[config.mk]
export PLATFORM = sky130hd
export DESIGN_NAME = fias_mul
export DESIGN_NICKNAME = d
export VERILOG_FILES = /design/src/assert_macros.svh /design/src/fias_mul.sv
export SDC_FILE = /design/constraint.sdc
export NUM_CORES = 2
export LEC_CHECK = 0
export BUFFER_PORTS_ARGS = -buffer_cell sky130_fd_sc_hd__buf_2
export CAP_MARGIN = 20
export CORE_AREA = 2 2 294 296
export CTS_CLUSTER_SIZE = 12
export DETAILED_ROUTE_END_ITERATION = 6
export DIE_AREA = 0 0 296 298
export PLACE_DENSITY = 0.66
export SETUP_SLACK_MARGIN = 0.3
export SYNTH_ARGS = -nofsm -noshare
export SYNTH_HDL_FRONTEND = slang
export SYNTH_SLANG_ARGS = --single-unit
[constraint.sdc]
create_clock -name i_clk -period 15.5 [get_ports i_clk]
set_input_delay 2.325 -clock i_clk [delete_from_list [all_inputs] [get_ports i_clk]]
set_output_delay 2.325 -clock i_clk [all_outputs]
set_load 0.01 [all_outputs]
[src/assert_macros.svh]
// ----------------------------------------------------------------------------
// assert_macros.svh
// Assertion macros included by the top-level RTL file.
// ----------------------------------------------------------------------------
`ifndef ASSERT_MACROS_SVH
`define ASSERT_MACROS_SVH

// Checked on every clock edge outside reset.
`define FIAS_ASSERT(lbl, prop, msg) \
    lbl: assert property (@(posedge i_clk) disable iff (!i_rst_n) prop) else $error(msg);

// Checked on every clock edge, reset included.
`define FIAS_ASSERT_ALWAYS(lbl, prop, msg) \
    lbl: assert property (@(posedge i_clk) prop) else $error(msg);

`endif

[src/fias_mul.sv]
// ----------------------------------------------------------------------------
// fias_mul
// Shared 32x32 unsigned multiplier with registered product.
// ----------------------------------------------------------------------------
`timescale 1ns / 1ps

module fias_mul (
    input  logic        i_clk,
    input  logic [31:0] i_a,
    input  logic [31:0] i_b,
    output logic [63:0] o_p
);
    always_ff @(posedge i_clk) begin
        o_p <= 64'(i_a) * 64'(i_b);
    end
endmodule

==> results.toml <==
[status]
outcome = "complete, no violations"

[drt]
first_pass_iters = 5
drt_wl_total_microns = 89400
postRouteAntennaNets = 0
drt_iter0_drc = 1252
dr_total_vias = 24400
routedWlPerCell_microns = 18.5
vias_per_cell = 5.06
drc = 0

[floorplanning]
start_util = 0.409
core_area_sq_mm = 0.0849
num_rows = 107
die_x_microns = 296
die-area_sq_mm = 0.0882
ios = 129
fp.dieH_microns = 298

[sta]
worst_pin_slew_ns = 0.883
drv_slew = 0
hold_viol_final = 0
whs_ns = 2.63
max_freq_mhz = 100
setup_viol = 0
post-route-period-util = 0.643
rsz0062_at_grt = "no"
layout_setup_ws_ns = 5.53
setup_tns_ns = 0
min_period_ns = 9.97
slew_headroom = 0.412

[clock_network]
cts-resized-gates = 0
cts_root_buf = "clkbuf_16"
htreeDepth = 3
cts_buffer_depth = 2
cts.hold.buffers_added = 0
numCtsBuffers = 9
clock-sinks = 64
cts_setup_buffers = 0
path_clk_slew_ns = 0.06
cts_tree = "done"

[worst_hold_path]
hold_end = "o_p[0]"
hold_depth = 2
hold_start = "i_b[0]"
min_path_type = "in -> reg"

[cells_and_area]
multi_input_area_sq_mm = 0.0293
regArea_sq_mm = 0.00128
nFillCells = 8370
finalNetCount = 4898
drive_gt1_frac = 0.0457
syn_to_final_growth_pct = 4.66
design_area_sq_mm = 0.0363
largest_reg_flops = 64
top_register = "o_p"
top_regs = "o_p (64)"

[worst_setup_path]
crit_path_end_kind = "register"
cp.required_ns = 15.79
crit_arrival_ns = 10.26
crit_path_start_kind = "input port"
crit_fanout = 32
critPathKind = "in -> reg"

[synthesis]
ys_warn_count = 0
async_flop_share = 0
synth_most_common_cell = "fa_1"
yosys.area.top_type = "fa_1"
syn-instance-count = 3748
syn_avg_cell_area_sq_um = 9.25
synth_ff_type = "dfxtp_1"
syn-cell-area_sq_mm = 0.0347
synth_area_leaders = "fa_1, and2_1, ha_1"
synth_nets = 4972
synthTopCellsByCount = "fa_1, inv_1, and2_1, nand2_1, ha_1"
synth_edf_count = 0
synth_top_area_frac = 0.517
synth_seq_area_share = 0.0369
ys_seq_elements = 64
synth.distinct_cells = 57

[placed_design]
dpl_worst_slack_ns = 5.29
port-buffer-count = 128
hpwl_microns = 73500
gp_congestion = 0.888
post_dp_cell_area_sq_mm = 0.0360

[global_routing]
grt_pass1_vias = 26700
grt_max_degree = 33
antenna_found_initial = 4
grt_pass1_wl_microns = 144000
grt-ovfl-total = 0
grt_util_all_layers = 0.212

[flow_run]
cap_violations = 0
area by class of cell:
cell class                      instances  share of cell area
Timing Repair Buffer                  135              0.0191
Antenna cell                            3            0.000207
Clock buffer                           12             0.00734
Tap cell                             1144              0.0394
Inverter                              865              0.0895
Sequential cell                        64              0.0353
Clock inverter                          4             0.00141
Multi-Input combinational cell       2599               0.808
placed cells by master, fill, tap and decap left out, types with 4 or more instances in the layout:
cell       synthesis  routed
buf_2              6     128
nand3_1           10      10
inv_1            865     865
clkbuf_16          0       9
nor3_1             7       7
dfxtp_1           64      64
nand4_1           23      23
o21ai_1            5       5
buf_4              0       7
and2_1           602     602
a21o_1            40      40
a31oi_1           12      12
nand2_1          480     480
a221o_1            4       4
o21ai_0           21      21
o21a_1             9       9
xor2_1            25      25
xnor2_1           35      35
ha_1             263     263
nor2_1            20      20
fa_1             896     896
o21bai_1          10      10
a21oi_1           63      63
and3_1            14      14
per-layer routing:
layer | vias up | wire (microns) | share of wire | track usage
met5 | - | 14 | 0.00016 | 0
met4 | 2 | 4480 | 0.050 | 0.0919
met3 | 199 | 3830 | 0.043 | 0.0225
met2 | 645 | 46900 | 0.52 | 0.378
met1 | 12900 | 34200 | 0.38 | 0.256
li1 | 10700 | - | - | -
metrics by stage:
step                utilization  std cells
detailed placement        0.424       4807
finish                    0.428       4826
CTS                       0.427       4823
global route              0.427       4823
floorplan                     -       3748
global placement          0.424       4807
critical path, cell delays in order:
cell and delay [ns]:
buf_2 0.51, nand2_1 0.17, fa_1 0.57, inv_1 0.05, fa_1 0.53, inv_1 0.06, fa_1 0.53, inv_1 0.05
fa_1 0.49, fa_1 0.60, fa_1 0.44, fa_1 0.52, inv_1 0.06, fa_1 0.47, inv_1 0.04, ha_1 0.41
nand4_1 0.24, or4_1 0.47, or3_1 0.38, a31oi_1 0.58, a31o_2 0.31, a211oi_1 0.11, o21ai_1 0.17, xor2_1 0.14
worst max-delay path by stage:
| stage | startpoint | to | slack [ns] | cells past startpoint |
|---|---|---|---|---|
| finish | i_b[8] | o_p[62] | 5.53 | 24 |
| global route | i_a[17] | o_p[62] | 5.23 | 22 |
| floorplan | i_a[25] | o_p[62] | 6.42 | 25 |
| CTS | i_b[8] | o_p[62] | 5.62 | 24 |
| detailed placement | i_b[8] | o_p[62] | 5.29 | 24 |
| global placement | i_b[8] | o_p[62] | 5.41 | 24 |
kinds of logic (layout without fill, tap and decap cells):
kind of cell    count (synthesis)  in the layout  share of synthesized area
simple gates                 1177           1177                      0.176
fa+ha+maj                    1159           1159                      0.612
buf+inv                      1085           1016                      0.118
compound gates                202            202                     0.0415
flops                          64             64                     0.0369
xor+xnor                       60             60                     0.0152
mux                             1              1                   0.000289
other cells                     0              3                          0
Power is not shown: default switching activity piles up to over one toggle a cycle in this logic, so the estimate is an artifact.
