==> config.mk <==
export PLATFORM = sky130hd
export DESIGN_NAME = fias_sqrt
export DESIGN_NICKNAME = d
export VERILOG_FILES = /design/src/assert_macros.svh /design/src/fias_pkg.sv /design/src/fias_sqrt.sv
export SDC_FILE = /design/constraint.sdc
export NUM_CORES = 1
export LEC_CHECK = 0
export BUFFER_PORTS_ARGS = -buffer_cell sky130_fd_sc_hd__buf_2
export CAP_MARGIN = 15
export CORE_MARGIN = 1.5
export CORE_UTILIZATION = 55
export DETAILED_ROUTE_END_ITERATION = 12
export PLACE_DENSITY = 0.81
export SYNTH_ARGS = -nofsm -noshare
export SYNTH_HDL_FRONTEND = slang
export SYNTH_SLANG_ARGS = --single-unit
export TNS_END_PERCENT = 1
==> constraint.sdc <==
create_clock -name i_clk -period 3.1 [get_ports i_clk]
set_input_delay 0.31 -clock i_clk [delete_from_list [all_inputs] [get_ports i_clk]]
set_output_delay 0.31 -clock i_clk [all_outputs]
set_load 0.01 [all_outputs]
==> src/assert_macros.svh <==
// ----------------------------------------------------------------------------
// assert_macros.svh
// Assertion macros included by the top-level RTL file.
// ----------------------------------------------------------------------------
`ifndef ASSERT_MACROS_SVH
`define ASSERT_MACROS_SVH

// Checked on every clock edge outside reset.
`define FIAS_ASSERT(lbl, prop, msg) \
    lbl: assert property (@(posedge i_clk) disable iff (!i_rst_n) prop) else $error(msg);

// Checked on every clock edge, reset included.
`define FIAS_ASSERT_ALWAYS(lbl, prop, msg) \
    lbl: assert property (@(posedge i_clk) prop) else $error(msg);

`endif

==> src/fias_pkg.sv <==
// ----------------------------------------------------------------------------
// fias_pkg
// Types and constants of the force impulse and stretch statistics block.
// ----------------------------------------------------------------------------
`timescale 1ns / 1ps

package fias_pkg;

    localparam logic [62:0] MAX63 = {63{1'b1}};
    localparam logic [31:0] MAX32 = {32{1'b1}};
    localparam int          ITERS = 32;
    localparam int          ITW   = $clog2(ITERS);

    typedef enum logic [15:0] {
        S_IDLE  = 16'h0001,
        S_SQX   = 16'h0002,
        S_SQY   = 16'h0004,
        S_SQZ   = 16'h0008,
        S_SQEND = 16'h0010,
        S_SQRT  = 16'h0020,
        S_TMUL  = 16'h0040,
        S_AREA  = 16'h0080,
        S_ODD   = 16'h0100,
        S_IMP   = 16'h0200,
        S_DIVM  = 16'h0400,
        S_PROD  = 16'h0800,
        S_M2    = 16'h1000,
        S_VAR   = 16'h2000,
        S_VDIV  = 16'h4000,
        S_OUT   = 16'h8000
    } t_state;

    // start request and completion of an iterative unit
    typedef struct packed {
        logic start;
    } t_unit_req;

    typedef struct packed {
        logic done;
    } t_unit_rsp;

endpackage

==> src/fias_sqrt.sv <==
// ----------------------------------------------------------------------------
// fias_sqrt
// Iterative floor square root of a 64-bit value, two radicand bits a cycle.
// ----------------------------------------------------------------------------
`timescale 1ns / 1ps

module fias_sqrt (
    input  logic                i_clk,
    input  logic                i_rst_n,
    input  fias_pkg::t_unit_req i_req,
    input  logic [63:0]         i_v,
    output fias_pkg::t_unit_rsp o_rsp,
    output logic [31:0]         o_root
);
    import fias_pkg::*;

    logic [63:0]    r_v;
    logic [33:0]    r_rem;
    logic [31:0]    r_root;
    logic [ITW-1:0] r_cnt;
    logic           r_busy;
    logic           r_done;

    logic [34:0] w_rem_sh;
    logic [34:0] w_trial;
    logic        w_ge;

    assign w_rem_sh = {r_rem[32:0], r_v[63:62]};
    assign w_trial  = {1'b0, r_root, 2'b01};
    assign w_ge     = w_rem_sh >= w_trial;

    always_ff @(posedge i_clk) begin
        if (!i_rst_n) begin
            r_busy <= 1'b0;
            r_done <= 1'b0;
        end else begin
            r_done <= 1'b0;
            if (i_req.start) begin
                r_busy <= 1'b1;
            end else if (r_busy && r_cnt == ITW'(ITERS - 1)) begin
                r_busy <= 1'b0;
                r_done <= 1'b1;
            end
        end
    end

    always_ff @(posedge i_clk) begin
        if (i_req.start) begin
            r_v    <= i_v;
            r_rem  <= '0;
            r_root <= '0;
            r_cnt  <= '0;
        end else if (r_busy) begin
            r_v   <= {r_v[61:0], 2'b00};
            r_cnt <= r_cnt + ITW'(1);
            if (w_ge) begin
                r_rem  <= 34'(w_rem_sh - w_trial);
                r_root <= {r_root[30:0], 1'b1};
            end else begin
                r_rem  <= w_rem_sh[33:0];
                r_root <= {r_root[30:0], 1'b0};
            end
        end
    end

    assign o_rsp.done = r_done;
    assign o_root     = r_root;
endmodule

==> impl_metrics.csv, run 1 <==
group,metric,value,unit
status,status,"completed",
power_and_ir_drop,p_per_area,830,nW/um^2
grt,overflow,0,
sta,layout_setup_ws,0.186,ns
layout,seq_area,3370,sq um
setup_path,cp_data_required_time,3.40,ns
floorplanning,floorplan.rows,42,
clocking,numCtsBuffers,17,
sta,finalSetupViolCount,0,
sta,whs,0.103,ns
layout,num_antenna_cells,0,
layout,fillCellCount,1006,
synth,ys_types,58,
routing,ant_nets,0,
clocking,cts.path.max_buffers,2,
power_and_ir_drop,switchingPower,0.00265,W
sta,fin_skew,0.00957,ns
routing,drc_errors,0,
flow_run,cap_violations,0,
synth,synth_nets,830,
sta,period_share,94.0,%
sta,max_freq,0.343,GHz
sta,finalMaxSlewViolations,0,
grt,grt_pass1_vias,5634,
setup_path,critPathKind,"flip-flop to flip-flop",
placed_design,place.detailed.hpwl,11100,microns
power_and_ir_drop,p_sw_share,35.9,%
power_and_ir_drop,pwr-share-seq,30.1,%
clocking,root_buffer,"clkbuf_16",
sta,tightestPinTransition,0.678,ns
clocking,h-tree-depth,4,
layout,nets,934,
floorplanning,die_w,120,microns
layout,area_growth,18.8,%
setup_path,r2r_cells,12,
hold_path,hp-class,"input pin to flip-flop",
power_and_ir_drop,pwr-share-clk,25.6,%
clocking,clkSinkCount,136,
setup_path,reg2reg_slack,0.19,ns
placed_design,io_buffers,99,
synth,syn-cell-area,7500,sq um
grt,grt_pass1_wl,26400,microns
synth,synth.most_common_cell,"nor2_1",
clocking,clkLatencyLatePin,0.42,ns
hold_path,hold_path_startpoint,"i_rst_n",
clocking,path_clk_slew,0.06,ns
clocking,cts_tree,"yes",
synth,syn_inst,727,
placed_design,gp_congestion,0.930,
synth,synthFlopType,"dfxtp_1",
synth,yosysSeqAreaShare,44.8,%
floorplanning,fp.dieH,120,microns
grt,antenna_found_initial,0,
floorplanning,core-area,13300,sq um
sta,rsz0062_at_grt,"no",
routing,avgViaCountPerCell,5.62,
synth,synth-seq-cells,136,
floorplanning,dieArea,14300,sq um
routing,drt-total-wl,15700,microns
routing,avgRoutedWirePerCell,15.4,microns
power_and_ir_drop,leakage,3.72,nW
synth,synth_top_area_cell,"edfxtp_1",
setup_path,cp_max_fo,8,
power_and_ir_drop,power.total,0.00739,W
power_and_ir_drop,p_int,0.00474,W
routing,vias,5737,
setup_path,arrival,3.21,ns
setup_path,r2r_start,"o_root[8]$_SDFFE_PP0P_",
synth,yosys_warnings,0,
sta,fin_setup_tns,0,ns
power_and_ir_drop,p_comb_share,44.3,%
synth,synth_edf_count,64,
power_and_ir_drop,ir_drop,0.000571,V
grt,gr-usage-all-layers,22.7,%
sta,finalCriticalPeriod,2.91,ns
layout,multi_input_area,3870,sq um
layout,drive_above_1_share,29.0,%
floorplanning,pin_count,100,
placed_design,place_ws,0.0527,ns
synth,avgSynthCellArea,10.3,sq um
hold_path,hold_path_end,"r_busy$_SDFFE_PN0P_",
grt,grt_max_degree,103,
synth,synth_common_cells,"nor2_1 (101), dfxtp_1 (72), mux2_2 (65), edfxtp_1 (64), a21oi_1 (48)",
sta,max_slew_margin,54.2,%
setup_path,setup.worst_path.end_class,"flip-flop",
synth,async_flop_share,0,%
routing,first_pass_iters,5,
synth,yosysTopAreaCellShare,25.6,%
setup_path,reg2reg_to,"r_rem[23]$_SDFFE_PP0P_",
sta,finalHoldViolations,0,
setup_path,cp-start-kind,"flip-flop",
synth,synth_area_leaders,"edfxtp_1 (26%), dfxtp_1 (19%), mux2_2 (9.8%)",
hold_path,min_path_cells,2,
routing,drt-initial-drc-count,267,
layout,post-route-util,67.0,%
floorplanning,start_util,56.4,%
==> placed cells by master, fill, tap and decap left out, types with 25 or more instances in the layout <==
cell type    n
buf_4       25
buf_2       98
a21oi_1     47
mux2i_1     47
a211oi_1    25
mux2_2      65
dfxtp_1     70
inv_1       38
nand2_1     27
edfxtp_1    64
nor2_1     101
ha_1        33
==> critical path: stages, from the launching register on <==
cell,delay [ns]
dfxtp_1,0.34
inv_1,0.06
ha_1,0.40
a21oi_1,0.20
o21a_1,0.20
o22ai_2,0.12
nor4_4,0.39
o31ai_4,0.11
a31oi_4,0.32
buf_4,0.18
mux2_2,0.32
mux2i_1,0.13
nor2_1,0.05
==> worst max-delay path by stage <==
stage / start / end / slack (ns) / cells after the start
final: o_root[8]$_SDFFE_PP0P_ / r_rem[23]$_SDFFE_PP0P_ / 0.19 / 12
after global routing: o_root[8]$_SDFFE_PP0P_ / r_rem[23]$_SDFFE_PP0P_ / 0.005 / 12
after global placement: o_root[0]$_SDFFE_PP0P_ / r_rem[28]$_SDFFE_PP0P_ / 0.10 / 11
after CTS: o_root[12]$_SDFFE_PP0P_ / r_rem[8]$_SDFFE_PP0P_ / 0.02 / 12
after detailed placement: o_root[2]$_SDFFE_PP0P_ / r_rem[29]$_SDFFE_PP0P_ / 0.05 / 11
after floorplan: o_root[12]$_SDFFE_PP0P_ / r_rem[14]$_SDFFE_PP0P_ / 0.29 / 11
==> state kept, by name (all words and copies together), names as in the netlist <==
name,cells
o_rsp,1
r_busy,1
r_v,64
r_rem,33
r_cnt,5
o_root,32
==> routing by layer <==
metal  GRT usage, %  vias up  wire, microns  part of all wire (%)
li1               -     2831              -                     -
met1           27.8     2732           6810                    43
met2           37.8      152           7580                    48
met3           7.51       22            983                   6.3
met4           7.66        0            308                   2.0
met5              0        -              0                     0
==> kinds of logic (layout without fill, tap and decap cells) <==
logic type               Yosys count  in the layout  synth area share, %
AO/OA/AOI/OAI                    160            160                 14.6
XOR/XNOR                          31             31                 3.62
adder cells (fa/ha/maj)           36             36                 6.01
buffers and inverters             81            198                 4.55
flip-flops                       136            136                 44.8
multiplexers                     112            112                 16.0
AND/OR/NAND/NOR                  171            171                 10.3
==> layout make-up <==
cell class                      instances  share of cell area (%)
Clock buffer                           19                    4.86
Clock inverter                         13                    1.38
Multi-Input combinational cell        510                    43.4
Inverter                               39                    1.64
Tap cell                              176                    2.47
Sequential cell                       136                    37.8
Timing Repair Buffer                  127                    8.41
==> stage by stage <==
step | cells | cell area, sq um
floorplan | 727 | 7500
global placement | 985 | 8250
detailed placement | 985 | 8250
CTS | 1017 | 8810
global route | 1020 | 8910
finish | 1020 | 8910
==> power by group through the flow <==
stage	registers (W)	logic, W	clock network [W]
2_1_floorplan	0.00222	0.00246	0
3_3_place_gp	0.00225	0.00301	0
3_5_place_dp	0.00225	0.00308	0
4_1_cts	0.00222	0.00311	0.00193
5_1_grt	0.00225	0.00359	0.00199
6_report	0.00223	0.00327	0.00189
==> repair_timing <==
action                     in CTS  in global routing
gates resized for setup         0                 17
setup endpoints to repair       0                 32
hold buffers                    0                  0
setup buffers                   0                  3
Power figures use the tool's default switching activity.
==> run 2: changes to the inputs <==
Settings changed: CORE_ASPECT_RATIO set to 2.
==> impl_metrics.csv, run 2 (synthesis gave the netlist of run 1 again) <==
group,metric,value,unit
status,status,"finished with violations",
status,violations,"design-rule violations",
sta,period_share,95.8,%
routing,first_pass_iters,8,
sta,rsz0062_at_grt,"yes",
setup_path,cp_data_required_time,3.37,ns
grt,antenna_found_initial,0,
floorplanning,dieArea,14400,sq um
clocking,path_clk_slew,0.07,ns
clocking,clkSinkCount,136,
layout,largest_reg_flops,64,
layout,area_growth,19.2,%
floorplanning,pin_count,100,
routing,avgRoutedWirePerCell,16.9,microns
power_and_ir_drop,ir_drop,0.000512,V
sta,layout_setup_ws,0.131,ns
routing,drt-initial-drc-count,314,
routing,vias,5878,
sta,max_slew_margin,56.6,%
power_and_ir_drop,leakage,3.77,nW
sta,finalSetupViolCount,0,
clocking,numCtsBuffers,17,
sta,tightestPinTransition,0.643,ns
placed_design,placed_area,8270,sq um
routing,avgViaCountPerCell,5.85,
layout,final_common_cell,"nor2_1",
setup_path,cp_max_fo,16,
grt,grt_pass1_wl,28300,microns
placed_design,gp_congestion,0.977,
routing,drt-total-wl,17000,microns
placed_design,place.detailed.hpwl,12100,microns
floorplanning,core-area,13400,sq um
grt,overflow,0,
routing,ant_nets,0,
sta,finalCriticalPeriod,2.97,ns
routing,drc_errors,2,
layout,final_cell_mix,"nor2_1 (101), buf_2 (98), dfxtp_1 (71)",
placed_design,place_ws,0.119,ns
setup_path,setup.worst_path.end_class,"flip-flop",
floorplanning,die_w,85.6,microns
grt,grt_max_degree,136,
layout,top_register,"r_v",
floorplanning,floorplan.rows,60,
sta,fin_setup_tns,0,ns
sta,finalMaxSlewViolations,0,
layout,nets,940,
floorplanning,start_util,56.1,%
placed_design,io_buffers,99,
grt,gr-usage-all-layers,24.6,%
layout,fin_area,8940,sq um
clocking,hold_buffers,0,
layout,post-route-util,66.9,%
flow_run,cap_violations,0,
layout,drive_above_1_share,29.8,%
hold_path,hp-class,"input pin to flip-flop",
grt,grt_pass1_vias,6225,
setup_path,cp-start-kind,"flip-flop",
clocking,root_buffer,"clkbuf_16",
sta,max_freq,0.337,GHz
setup_path,arrival,3.24,ns
clocking,cts.path.max_buffers,2,
power_and_ir_drop,p_per_area,855,nW/um^2
setup_path,critPathKind,"flip-flop to flip-flop",
power_and_ir_drop,power.total,0.00764,W
layout,num_antenna_cells,0,
floorplanning,fp.dieH,168,microns
clocking,clkLatencyLatePin,0.42,ns
clocking,h-tree-depth,4,
sta,fin_skew,0.00739,ns
sta,finalHoldViolations,0,
clocking,cts_tree,"yes",
## run 2: cell count changes in the layout (fill, tap and decap cells not counted), moves of 2 or more
cell and delta:
buf_4 +8, clkinv_8 +2, buf_12 -2, o21ai_1 -2, inv_8 +4, clkinv_4 -4
inv_6 +4, ha_2 +2, clkinvlp_4 -2, clkbuf_1 -2, o21ai_0 +2
## run 2: final timing paths
kind | start | to | slack (ns) | cells after the start
worst min register to register | r_rem[4]$_SDFFE_PP0P_ | r_rem[4]$_SDFFE_PP0P_ | 0.51 | 2
worst min-delay path | i_rst_n | r_busy$_SDFFE_PN0P_ | 0.12 | 2
worst max register to register | o_root[10]$_SDFFE_PP0P_ | r_rem[17]$_SDFFE_PP0P_ | 0.13 | 12
worst max-delay path | o_root[10]$_SDFFE_PP0P_ | r_rem[17]$_SDFFE_PP0P_ | 0.13 | 12
## run 2: layout make-up
cell class	count	area [sq um]
multi-input combinational	510	3860
clock inverter	15	176
inverter	39	146
sequential	136	3370
timing repair buffer	133	769
clock buffer	17	425
fill	1047	4430
tap	155	194
## run 2: repair_timing
item / 4_1_cts / 5_1_grt
setup endpoints to repair: 0 / 26
resized for setup: 0 / 14
buffers inserted: 0 / 0
## run 2: per-stage QoR
| stage | cells | hold slack, ns |
|---|---|---|
| 2_1_floorplan | 727 | 0.428 |
| 3_3_place_gp | 973 | 0.479 |
| 4_1_cts | 1005 | 0.108 |
| 6_report | 1005 | 0.119 |
| 3_5_place_dp | 973 | 0.501 |
| 5_1_grt | 1005 | 0.133 |
## run 2: metal layers
layer | up-vias | routed length (microns) | track usage [%]
li1 | 2842 | - | -
met1 | 2783 | 5970 | 24.6
met2 | 182 | 9470 | 45.5
met3 | 71 | 686 | 4.66
met4 | 0 | 857 | 15.0
met5 | - | 0 | 0
## run 2: where the power goes
| part | leakage, nW | switching [W] | internal, W |
|---|---|---|---|
| Sequential | 1.23 | 0.000137 | 0.00210 |
| Combinational | 2.24 | 0.00185 | 0.00150 |
| Clock | 0.293 | 0.000891 | 0.00116 |
| Total | 3.77 | 0.00288 | 0.00476 |
## run 2: worst max-delay path, stage by stage (launching register included)
cell and delay (ns):
dfxtp_1 0.37, inv_1 0.06, ha_1 0.37, a21oi_1 0.29, o21ba_2 0.21, o22ai_2 0.11
nor4_4 0.36, o31ai_4 0.11, a31oi_4 0.30, buf_6 0.23, nor2_1 0.08, a21oi_1 0.21
a211oi_1 0.11
