==> src/assert_macros.svh <==
// ----------------------------------------------------------------------------
// assert_macros.svh
// Assertion macros included by the top-level RTL file.
// ----------------------------------------------------------------------------
`ifndef ASSERT_MACROS_SVH
`define ASSERT_MACROS_SVH

// Checked on every clock edge outside reset.
`define FIAS_ASSERT(lbl, prop, msg) \
    lbl: assert property (@(posedge i_clk) disable iff (!i_rst_n) prop) else $error(msg);

// Checked on every clock edge, reset included.
`define FIAS_ASSERT_ALWAYS(lbl, prop, msg) \
    lbl: assert property (@(posedge i_clk) prop) else $error(msg);

`endif

==> src/fias_pkg.sv <==
// ----------------------------------------------------------------------------
// fias_pkg
// Types and constants of the force impulse and stretch statistics block.
// ----------------------------------------------------------------------------
`timescale 1ns / 1ps

package fias_pkg;

    localparam logic [62:0] MAX63 = {63{1'b1}};
    localparam logic [31:0] MAX32 = {32{1'b1}};
    localparam int          ITERS = 32;
    localparam int          ITW   = $clog2(ITERS);

    typedef enum logic [15:0] {
        S_IDLE  = 16'h0001,
        S_SQX   = 16'h0002,
        S_SQY   = 16'h0004,
        S_SQZ   = 16'h0008,
        S_SQEND = 16'h0010,
        S_SQRT  = 16'h0020,
        S_TMUL  = 16'h0040,
        S_AREA  = 16'h0080,
        S_ODD   = 16'h0100,
        S_IMP   = 16'h0200,
        S_DIVM  = 16'h0400,
        S_PROD  = 16'h0800,
        S_M2    = 16'h1000,
        S_VAR   = 16'h2000,
        S_VDIV  = 16'h4000,
        S_OUT   = 16'h8000
    } t_state;

    // start request and completion of an iterative unit
    typedef struct packed {
        logic start;
    } t_unit_req;

    typedef struct packed {
        logic done;
    } t_unit_rsp;

endpackage

==> src/fias_div.sv <==
// ----------------------------------------------------------------------------
// fias_div
// Restoring divider, 64 by 32 bits, one quotient bit a cycle.
// The upper dividend half must be below the divisor.
// ----------------------------------------------------------------------------
`timescale 1ns / 1ps

module fias_div (
    input  logic                i_clk,
    input  logic                i_rst_n,
    input  fias_pkg::t_unit_req i_req,
    input  logic [31:0]         i_num_hi,
    input  logic [31:0]         i_num_lo,
    input  logic [31:0]         i_den,
    output fias_pkg::t_unit_rsp o_rsp,
    output logic [31:0]         o_quo
);
    import fias_pkg::*;

    logic [31:0]    r_rem;
    logic [31:0]    r_quo;
    logic [31:0]    r_den;
    logic [ITW-1:0] r_cnt;
    logic           r_busy;
    logic           r_done;

    logic [32:0] w_t;
    logic        w_ge;

    assign w_t  = {r_rem, r_quo[31]};
    assign w_ge = w_t >= {1'b0, r_den};

    always_ff @(posedge i_clk) begin
        if (!i_rst_n) begin
            r_busy <= 1'b0;
            r_done <= 1'b0;
        end else begin
            r_done <= 1'b0;
            if (i_req.start) begin
                r_busy <= 1'b1;
            end else if (r_busy && r_cnt == ITW'(ITERS - 1)) begin
                r_busy <= 1'b0;
                r_done <= 1'b1;
            end
        end
    end

    always_ff @(posedge i_clk) begin
        if (i_req.start) begin
            r_rem <= i_num_hi;
            r_quo <= i_num_lo;
            r_den <= i_den;
            r_cnt <= '0;
        end else if (r_busy) begin
            r_cnt <= r_cnt + ITW'(1);
            if (w_ge) begin
                r_rem <= 32'(w_t - {1'b0, r_den});
                r_quo <= {r_quo[30:0], 1'b1};
            end else begin
                r_rem <= w_t[31:0];
                r_quo <= {r_quo[30:0], 1'b0};
            end
        end
    end

    assign o_rsp.done = r_done;
    assign o_quo      = r_quo;
endmodule

==> config.mk <==
export PLATFORM = sky130hd
export DESIGN_NAME = fias_div
export DESIGN_NICKNAME = d
export VERILOG_FILES = /design/src/assert_macros.svh /design/src/fias_pkg.sv /design/src/fias_div.sv
export SDC_FILE = /design/constraint.sdc
export NUM_CORES = 1
export LEC_CHECK = 0
export BUFFER_PORTS_ARGS = -buffer_cell sky130_fd_sc_hd__buf_2
export CAP_MARGIN = 0
export CORE_AREA = 2 2 115 117
export CTS_CLUSTER_SIZE = 25
export DETAILED_ROUTE_END_ITERATION = 7
export DIE_AREA = 0 0 117 119
export PLACE_DENSITY_LB_ADDON = 0.15
export SYNTH_ARGS = -nofsm -noshare
export SYNTH_HDL_FRONTEND = slang
export SYNTH_SLANG_ARGS = --single-unit
==> constraint.sdc <==
create_clock -name i_clk -period 4.1 [get_ports i_clk]
set_clock_uncertainty 0.15 [all_clocks]
set_input_delay 0.82 -clock i_clk [delete_from_list [all_inputs] [get_ports i_clk]]
set_output_delay 0.82 -clock i_clk [all_outputs]
set_load 0.005 [all_outputs]
==> flow_metrics.py, run 1 <==
metrics = {
    "global_route": {
        "track_usage": 0.1958,
        "grt_overflow": 0,
        "grt_pass1_wl_um": 21260,
        "antenna_found_initial": 0,
        "grt_pass1_vias": 4438,
        "grt_max_degree": 91,
    },
    "synthesis": {
        "syn_area_um2": 6162,
        "ys_seq_elements": 103,
        "ys.flop_type": "edfxtp_1",
        "netlist_instances": 551,
        "synth.avg_cell_area_um2": 11.18,
        "synth_edf_count": 96,
        "yosysTopAreaCell": "edfxtp_1",
        "synth.area.top_cells": "edfxtp_1, mux2_2, ha_1",
        "synth_top_area_frac": 0.4678,
        "ys_warn_count": 0,
        "synth_cell_types": 64,
        "async_flop_share": 0,
        "synth_seq_area_share": 0.4906,
        "synth_fp_nets": 685,
    },
    "timing": {
        "tightest_slew_ps": 1110,
        "hold_viol": 0,
        "relSlewSlack": 0.2565,
        "whs_ps": 362.7,
        "maxSlewViolCount": 0,
        "clock.fmax_mhz": 275.1,
        "rsz0062_at_grt": "false",
        "finalSetupTns_ps": 0,
        "setup_viol": 0,
        "period_share": 0.8866,
        "post-route-min-period_ps": 3635,
    },
    "detailed_routing": {
        "dr.pass1.iters": 4,
        "via_per_inst": 5.273,
        "dr_total_vias": 4524,
        "routed_wl_um": 13250,
        "drt_iter0_markers": 248,
        "wl_per_cell_um": 15.45,
        "met1_length_um": 6013,
        "route.met3.wl_um": 981,
        "ant_nets": 0,
        "dr_wl_met2_um": 6060,
        "drc": 0,
        "top_layer": "met4",
    },
    "cells_and_area": {
        "nets": 811,
        "n_antenna_cell": 0,
        "syn2layout_area_growth_pct": 18.23,
        "drive_gt1_frac": 0.3123,
    },
    "job": {
        "cap_violations": 0,
    },
    "min_path": {
        "min_path_type": "reg2reg",
    },
    "power": {
        "total_power_mw": 4.016,
        "p_leak_nw": 3.096,
        "peakVddDrop_mv": 0.2792,
        "powerDensity_nw_per_um2": 551.3,
    },
    "clocking": {
        "clk_pin_slew_ps": 70,
        "cts_sinks": 103,
        "htreeDepth": 3,
        "clk_path_buf_depth": 2,
        "clock_latency_ps": 360,
        "ctsRootBufferMaster": "clkbuf_16",
        "numCtsBuffers": 9,
        "tritoncts": "done",
        "cts_setup_buffers": 0,
        "ctsResizeCount": 0,
        "hold_buffers": 0,
    },
    "floorplan": {
        "die_w_um": 117,
        "core_um2": 12870,
        "core.rowCount": 42,
        "start_util": 0.4786,
        "die_h_um": 119,
        "io_pins": 132,
        "die_area_um2": 13920,
    },
    "setup_path": {
        "crit_chain": "ha_1, and3_1, and2_1, o2111ai_1, a31oi_1, nor2_2, o211ai_4, nor3b_1, a221o_1",
        "end_kind": "register",
        "required_ps": 4050,
        "slowest_stage": "o211ai_4",
        "critical_path_class": "reg2reg",
        "r2r_slack_ps": 470,
        "max_stage_delay_ps": 870,
        "cpLargestDelayFamily": "compound AO/OA/AOI/OAI gates",
        "crit_fanout": 37,
        "crit_path_start_kind": "register",
        "cp_num_buf_inv": 0,
        "worstPathArrival_ps": 3590,
    },
    "placed_design": {
        "detailed_place_hpwl_um": 9620,
        "port_buffers": 131,
        "gp_congestion": 0.8342,
    },
    "outcome": {
        "run_status": "completed",
    },
}
-- cell usage in the layout (no fill, tap or decap), drive strengths merged, types with 9 or more instances in the layout --
cell type / instances
xnor2: 11
mux2: 44
nand2: 40
xor2: 20
edfxtp: 96
ha: 34
a21oi: 49
buf: 133
inv: 46
clkbuf: 9
o21ai: 30
nor2b: 9
nor2: 35
-- layer usage --
metal  up-vias  track usage
met2       147       0.3053
met5         -            0
li1       2280            -
met4         0      0.06176
met1      2083       0.2597
met3        14      0.06158
-- final cells by class --
cell class | instances | area, um2
clock buffers | 9 | 225.2
inverters | 43 | 161.4
well taps | 176 | 220.2
clock inverters | 7 | 77.57
repair buffers | 133 | 698.2
flip-flops and latches | 103 | 3023
fillers | 1108 | 5589
multi-input cells | 387 | 2880
-- cells by family after synthesis --
kind of cell / count (synthesis) / share of synthesized area
flops: 103 / 0.4906
simple gates: 131 / 0.1054
xor+xnor: 31 / 0.04406
fa+ha+maj: 35 / 0.07228
mux: 52 / 0.09340
compound gates: 138 / 0.1523
buf+inv: 61 / 0.04203
-- worst min-delay path: stages, from the launching register on --
cell	delay (ps)
dfxtp_1	340
mux2i_1	70
nor2_1	70
-- registers in the layout, summed over array words and instances (netlist names) --
name,cells
r_rem,32
r_den,32
o_quo,32
r_cnt,5
r_busy,1
o_rsp,1
-- synthesized netlist by cell type (all sizes together), types with 2 or more instances --
library cell,count
and3,6
xnor2,11
a21oi,49
a21o,8
o21bai,3
o211a,2
a211oi,8
or3,2
nand2,40
or2,4
nand4,7
nor4,2
o31ai,5
nor3b,4
a311oi,2
nor2,35
a21boi,3
o21a,6
mux2i,8
nor3,4
xor2,20
o22ai,2
ha,34
a221oi,2
nand2b,7
buf,10
clkbuf,8
and2,3
o211ai,2
edfxtp,96
o2111ai,2
nor2b,9
nand3,5
inv,43
a31oi,8
o21ai,30
mux2,44
dfxtp,7
-- path summary, 6_finish.rpt --
path	to	startpoint	cells past startpoint
min reg2reg	r_cnt[4]$_SDFFE_PP0P_	r_cnt[4]$_SDFFE_PP0P_	2
min	r_cnt[4]$_SDFFE_PP0P_	r_cnt[4]$_SDFFE_PP0P_	2
max	r_rem[21]$_DFFE_PP_	r_rem[21]$_DFFE_PP_	9
max reg2reg	r_rem[21]$_DFFE_PP_	r_rem[21]$_DFFE_PP_	9
-- report_power, final --
group	switching [mW]	internal (mW)
Clock	0.406	0.481
Sequential	0.0909	1.37
Combinational	0.934	0.731
Total	1.43	2.59
-- metrics by stage --
stage / utilization / setup WS [ps] / instances / instance area [um2]
after floorplan: - / 1030 / 551 / 6162
after global placement: 0.5424 / 490.3 / 842 / 6983
after detailed placement: 0.5424 / 467.1 / 842 / 6983
after CTS: 0.5659 / 433.3 / 858 / 7286
after global routing: 0.5659 / 241.4 / 858 / 7286
final: 0.5659 / 465.1 / 858 / 7286
No activity file was read; power rests on OpenSTA's default activity.
==> run 2, diff against run 1 <==
--- a/config.mk
+++ b/config.mk
@@ -12,6 +12,8 @@
 export DETAILED_ROUTE_END_ITERATION = 7
 export DIE_AREA = 0 0 117 119
 export PLACE_DENSITY_LB_ADDON = 0.15
+export SETUP_SLACK_MARGIN = 0.5
+export SKIP_LAST_GASP = 1
 export SYNTH_ARGS = -nofsm -noshare
 export SYNTH_HDL_FRONTEND = slang
 export SYNTH_SLANG_ARGS = --single-unit
==> run 2 against run 1 <==
Routed wire length is 3.0% higher. Clock power hardly changed. Die area unchanged. Register-to-register slack improved by 230 ps. Sequential share of layout area down 0.21 points. Non-clock buffer count stayed put. Critical endpoint unchanged. Largest cell class unchanged.
==> flow_metrics.py, run 2 (same netlist as run 1, synthesis figures left out) <==
metrics = {
    "power": {
        "p_comb_frac": 0.421,
        "switchingPower_mw": 1.464,
        "p_leak_nw": 3.102,
        "peakVddDrop_mv": 0.2832,
        "pwr-share-seq": 0.361,
        "p_sw_frac": 0.3604,
        "p_int_mw": 2.598,
        "clkPwrFrac": 0.218,
        "powerDensity_nw_per_um2": 554.7,
    },
    "cells_and_area": {
        "final_common_cell": "buf_2",
        "nets": 812,
        "n_antenna_cell": 0,
        "final_cell_mix": "buf_2, edfxtp_1, a21oi_1",
        "drive_gt1_frac": 0.3148,
        "syn2layout_area_growth_pct": 18.84,
        "final_cells": 859,
        "utilization": 0.5688,
    },
    "placed_design": {
        "placedCellCount": 842,
        "gp_congestion": 0.8342,
        "detailed_place_hpwl_um": 9620,
        "port_buffers": 131,
    },
    "clocking": {
        "clk_path_buf_depth": 2,
        "numCtsBuffers": 9,
        "htreeDepth": 3,
        "clock_latency_ps": 360,
        "ctsRootBufferMaster": "clkbuf_16",
        "cts_sinks": 103,
        "clk_pin_slew_ps": 70,
        "cts_setup_buffers": 0,
        "tritoncts": "done",
    },
    "detailed_routing": {
        "dr_total_vias": 4565,
        "wl_per_cell_um": 15.89,
        "dr.pass1.iters": 5,
        "via_per_inst": 5.314,
        "routed_wl_um": 13650,
        "drt_iter0_markers": 281,
        "ant_nets": 0,
        "drc": 0,
    },
    "setup_path": {
        "worstPathArrival_ps": 3360,
        "r2r_start": "r_rem[21]$_DFFE_PP_",
        "crit_path_start_kind": "register",
        "reg2reg_depth": 9,
        "cp_num_buf_inv": 0,
        "crit_fanout": 19,
        "slowest_stage": "o211ai_4",
        "r2r_end": "r_rem[21]$_DFFE_PP_",
        "crit_chain": "ha_1, and3_1, and2_1, o2111ai_1, a31oi_1, nor2_2, o211ai_4, nor3b_1, a221o_1",
        "required_ps": 4050,
        "cpLargestDelayFamily": "compound AO/OA/AOI/OAI gates",
        "end_kind": "register",
        "critical_path_class": "reg2reg",
        "max_stage_delay_ps": 640,
        "r2r_slack_ps": 690,
    },
    "timing": {
        "relSlewSlack": 0.4854,
        "rsz0062_at_grt": "false",
        "hold_viol": 0,
        "setup_viol": 0,
        "clock.fmax_mhz": 293.4,
        "tightest_slew_ps": 771.8,
        "finalSetupTns_ps": 0,
        "post-route-min-period_ps": 3408,
        "period_share": 0.8313,
        "maxSlewViolCount": 0,
    },
    "floorplan": {
        "start_util": 0.4786,
        "die_h_um": 119,
        "core.rowCount": 42,
        "core_um2": 12870,
        "die_area_um2": 13920,
        "die_w_um": 117,
        "io_pins": 132,
    },
    "global_route": {
        "grt_max_degree": 91,
        "grt_overflow": 0,
        "antenna_found_initial": 0,
        "grt_pass1_vias": 4490,
        "track_usage": 0.2015,
        "grt_pass1_wl_um": 21780,
    },
    "min_path": {
        "hold_path_end": "r_cnt[4]$_SDFFE_PP0P_",
        "hold_depth": 2,
        "min_path_type": "reg2reg",
        "min_from": "r_cnt[4]$_SDFFE_PP0P_",
    },
    "outcome": {
        "run_status": "completed",
    },
    "job": {
        "cap_violations": 0,
    },
}
==> run 2: area by class of cell <==
type                       instances  area [um2]
fill                            1109        5552
sequential                       103        3023
multi-input combinational        388        2918
timing repair buffer             133       698.2
clock buffer                       9       225.2
tap                              176       220.2
inverter                          43       161.4
clock inverter                     7       77.57
==> run 2: power groups by stage <==
stage	clock (mW)	combinational, mW	sequential (mW)
floorplan	0	1.32	1.46
global placement	0	1.63	1.48
detailed placement	0	1.66	1.48
CTS	0.912	1.69	1.47
global route	0.941	1.91	1.49
finish	0.885	1.71	1.47
==> run 2: timing repair <==
| item | CTS | global route |
|---|---|---|
| gates cloned | 1 | 0 |
| resized for setup | 1 | 3 |
| pin swaps | 1 | 0 |
| hold buffers | 0 | 0 |
| endpoints found under the setup margin | 3 | 14 |
==> run 2: worst min-delay path, stage by stage, from the launching register on <==
cell and delay, ps:
dfxtp_1 340, mux2i_1 70, nor2_1 70
==> run 2: worst max path at each step <==
stage / cells past startpoint / from / end
after global placement: 9 / r_rem[21]$_DFFE_PP_ / r_rem[21]$_DFFE_PP_
final: 9 / r_rem[21]$_DFFE_PP_ / r_rem[21]$_DFFE_PP_
after CTS: 9 / r_rem[21]$_DFFE_PP_ / r_rem[23]$_DFFE_PP_
after floorplan: 13 / o_quo[31]$_DFFE_PP_ / r_rem[28]$_DFFE_PP_
after detailed placement: 9 / r_rem[21]$_DFFE_PP_ / r_rem[21]$_DFFE_PP_
after global routing: 13 / o_quo[31]$_DFFE_PP_ / r_rem[26]$_DFFE_PP_
==> run 2: per-layer routing <==
layer,GRT usage,vias to the layer above,share of wire
met5,0,-,0
met4,0.07059,0,0.018
met3,0.06260,16,0.071
met2,0.3121,142,0.45
met1,0.2663,2114,0.46
li1,-,2293,-
==> run 2: metrics by stage <==
stage	hold slack [ps]	setup WS, ps	area [um2]	total power [mW]
floorplan	317.2	1030	6162	2.782
global route	415.0	506.9	7323	4.334
CTS	367.3	553.4	7298	4.072
finish	361.8	691.6	7323	4.063
detailed placement	345.5	467.1	6983	3.145
global placement	331.6	490.3	6983	3.115
==> run 3, diff against run 2 <==
==> constraint.sdc (replaced) <==
create_clock -name i_clk -period 2.91 [get_ports i_clk]
set_clock_uncertainty 0.15 [all_clocks]
set_input_delay 0.582 -clock i_clk [delete_from_list [all_inputs] [get_ports i_clk]]
set_output_delay 0.582 -clock i_clk [all_outputs]
set_load 0.005 [all_outputs]
==> run 3 against run 2 <==
First-iteration DRC count down 1.8%. Count of clock-buffer cells in the layout unchanged. The run now ends with setup timing left. Clock power up 53%. Fmax up 11%. Cell count up 12%. Largest cell class is now multi-input combinational cells. Via count up 12%.
==> flow_metrics.py, run 3 (same netlist as run 1, synthesis figures left out) <==
metrics = {
    "timing": {
        "post-route-min-period_ps": 3074,
        "period_share": 1.056,
        "setup_viol": 12,
        "worst_slack_ps": -164.1,
        "finalSetupTns_ps": -798.7,
        "relSlewSlack": 0.6462,
        "clock.fmax_mhz": 325.3,
        "tightest_slew_ps": 530.8,
        "hold_viol": 0,
        "maxSlewViolCount": 0,
        "rsz0062_at_grt": "true",
    },
    "placed_design": {
        "place_area_um2": 7591,
        "detailed_place_hpwl_um": 10310,
        "pre_cts_ws_ps": -216.9,
        "port_buffers": 131,
        "gp_congestion": 0.8890,
    },
    "floorplan": {
        "core_um2": 12870,
        "core.rowCount": 42,
        "io_pins": 132,
        "die_area_um2": 13920,
        "die_w_um": 117,
        "die_h_um": 119,
        "start_util": 0.4786,
    },
    "global_route": {
        "antenna_found_initial": 1,
        "grt_overflow": 0,
        "grt_pass1_wl_um": 24790,
        "track_usage": 0.2278,
        "grt_max_degree": 51,
        "grt_pass1_vias": 5181,
    },
    "cells_and_area": {
        "multi_input_area_um2": 3516,
        "syn2layout_area_growth_pct": 44.08,
        "drive_gt1_frac": 0.5146,
        "n_antenna_cell": 0,
        "final_common_cell": "buf_2",
        "ff_latch_area_um2": 3023,
        "nets": 914,
        "final_cell_mix": "buf_2, edfxtp_1, buf_4",
        "utilization": 0.6896,
        "num-fill-cells": 936,
        "fin_area_um2": 8879,
    },
    "setup_path": {
        "crit_fanout": 3,
        "max_stage_delay_ps": 390,
        "required_ps": 2870,
        "reg2reg_depth": 14,
        "slowest_stage": "edfxtp_1",
        "cpLargestDelayFamily": "compound AO/OA/AOI/OAI gates",
        "end_kind": "register",
        "crit_chain": "inv_1, ha_2, inv_2, fa_2, a21o_1, a221oi_4, buf_6, a211o_1, a21oi_2, o21ai_2, a211oi_2, xor2_1, mux2i_1, o21ai_1",
        "worstPathArrival_ps": 3030,
        "critical_path_class": "reg2reg",
        "crit_path_start_kind": "register",
        "crit_cells": 14,
        "cp_num_buf_inv": 3,
    },
    "detailed_routing": {
        "dr.pass1.iters": 4,
        "routed_wl_um": 15760,
        "drc": 0,
        "wl_per_cell_um": 16.40,
        "dr_total_vias": 5103,
        "via_per_inst": 5.310,
        "ant_nets": 0,
        "drt_iter0_markers": 276,
    },
    "clocking": {
        "cts_sinks": 103,
        "htreeDepth": 3,
        "hold_buffers": 0,
        "numCtsBuffers": 9,
        "ctsRootBufferMaster": "clkbuf_16",
        "tritoncts": "done",
        "clk_path_buf_depth": 2,
        "clock_latency_ps": 360,
        "clk_pin_slew_ps": 80,
    },
    "min_path": {
        "min_path_type": "in2reg",
        "hold_depth": 1,
    },
    "job": {
        "cap_violations": 0,
    },
    "power": {
        "powerDensity_nw_per_um2": 837.5,
        "p_leak_nw": 3.728,
        "peakVddDrop_mv": 0.4403,
    },
    "outcome": {
        "violations": "setup timing",
        "run_status": "finished, violations left",
    },
}
## run 3: cell count changes in the layout (fill, tap and decap cells not counted), moves of 8 or more
cell / previous run / this run
buf_4: 1 / 82
ha_1: 34 / 11
ha_4: 0 / 22
a21oi_1: 48 / 27
a21oi_2: 1 / 20
buf_6: 0 / 16
nor2_1: 34 / 25
o21ai_2: 1 / 9
## run 3: path summary, 6_finish.rpt
path	slack, ps	end	startpoint
hold / removal	240	r_den[16]$_DFFE_PP_	i_den[16]
setup / recovery	-160	r_rem[30]$_DFFE_PP_	o_quo[31]$_DFFE_PP_
setup reg to reg	-160	r_rem[30]$_DFFE_PP_	o_quo[31]$_DFFE_PP_
hold reg to reg	390	r_cnt[2]$_SDFFE_PP0P_	r_cnt[2]$_SDFFE_PP0P_
## run 3: cell type report
class,count,share of cell area
clock buffer,9,0.02537
tap,176,0.02480
inverter,43,0.01818
clock inverter,7,0.01141
multi-input combinational,387,0.3960
sequential,103,0.3405
timing repair buffer,236,0.1838
## run 3: per-layer routing
layer | vias to the layer above | GRT usage | part of all wire
li1 | 2494 | - | -
met1 | 2432 | 0.2875 | 0.43
met2 | 152 | 0.3736 | 0.48
met3 | 25 | 0.06972 | 0.062
met4 | 0 | 0.06985 | 0.023
met5 | - | 0 | 0
## run 3: where the power goes
group	internal (mW)	switching, mW	leakage [nW]
registers	1.94	0.178	1.01
logic	2.11	1.86	2.55
clock network	0.767	0.585	0.160
## run 3: what timing repair did
item | 4_1_cts | 5_1_grt
setup endpoints to repair | 33 | 33
buffers inserted | 29 | 27
resized for setup | 52 | 41
pin swaps | 28 | 43
gates cloned | 4 | 0
## run 3: metrics by stage
stage / power [mW] / hold WS (ps) / cells
after floorplan: 4.204 / 317.2 / 551
after global placement: 4.931 / 333.1 / 885
after detailed placement: 4.991 / 374.3 / 885
after CTS: 7.009 / 225.6 / 934
after global routing: 7.856 / 225.1 / 961
final: 7.436 / 241.4 / 961
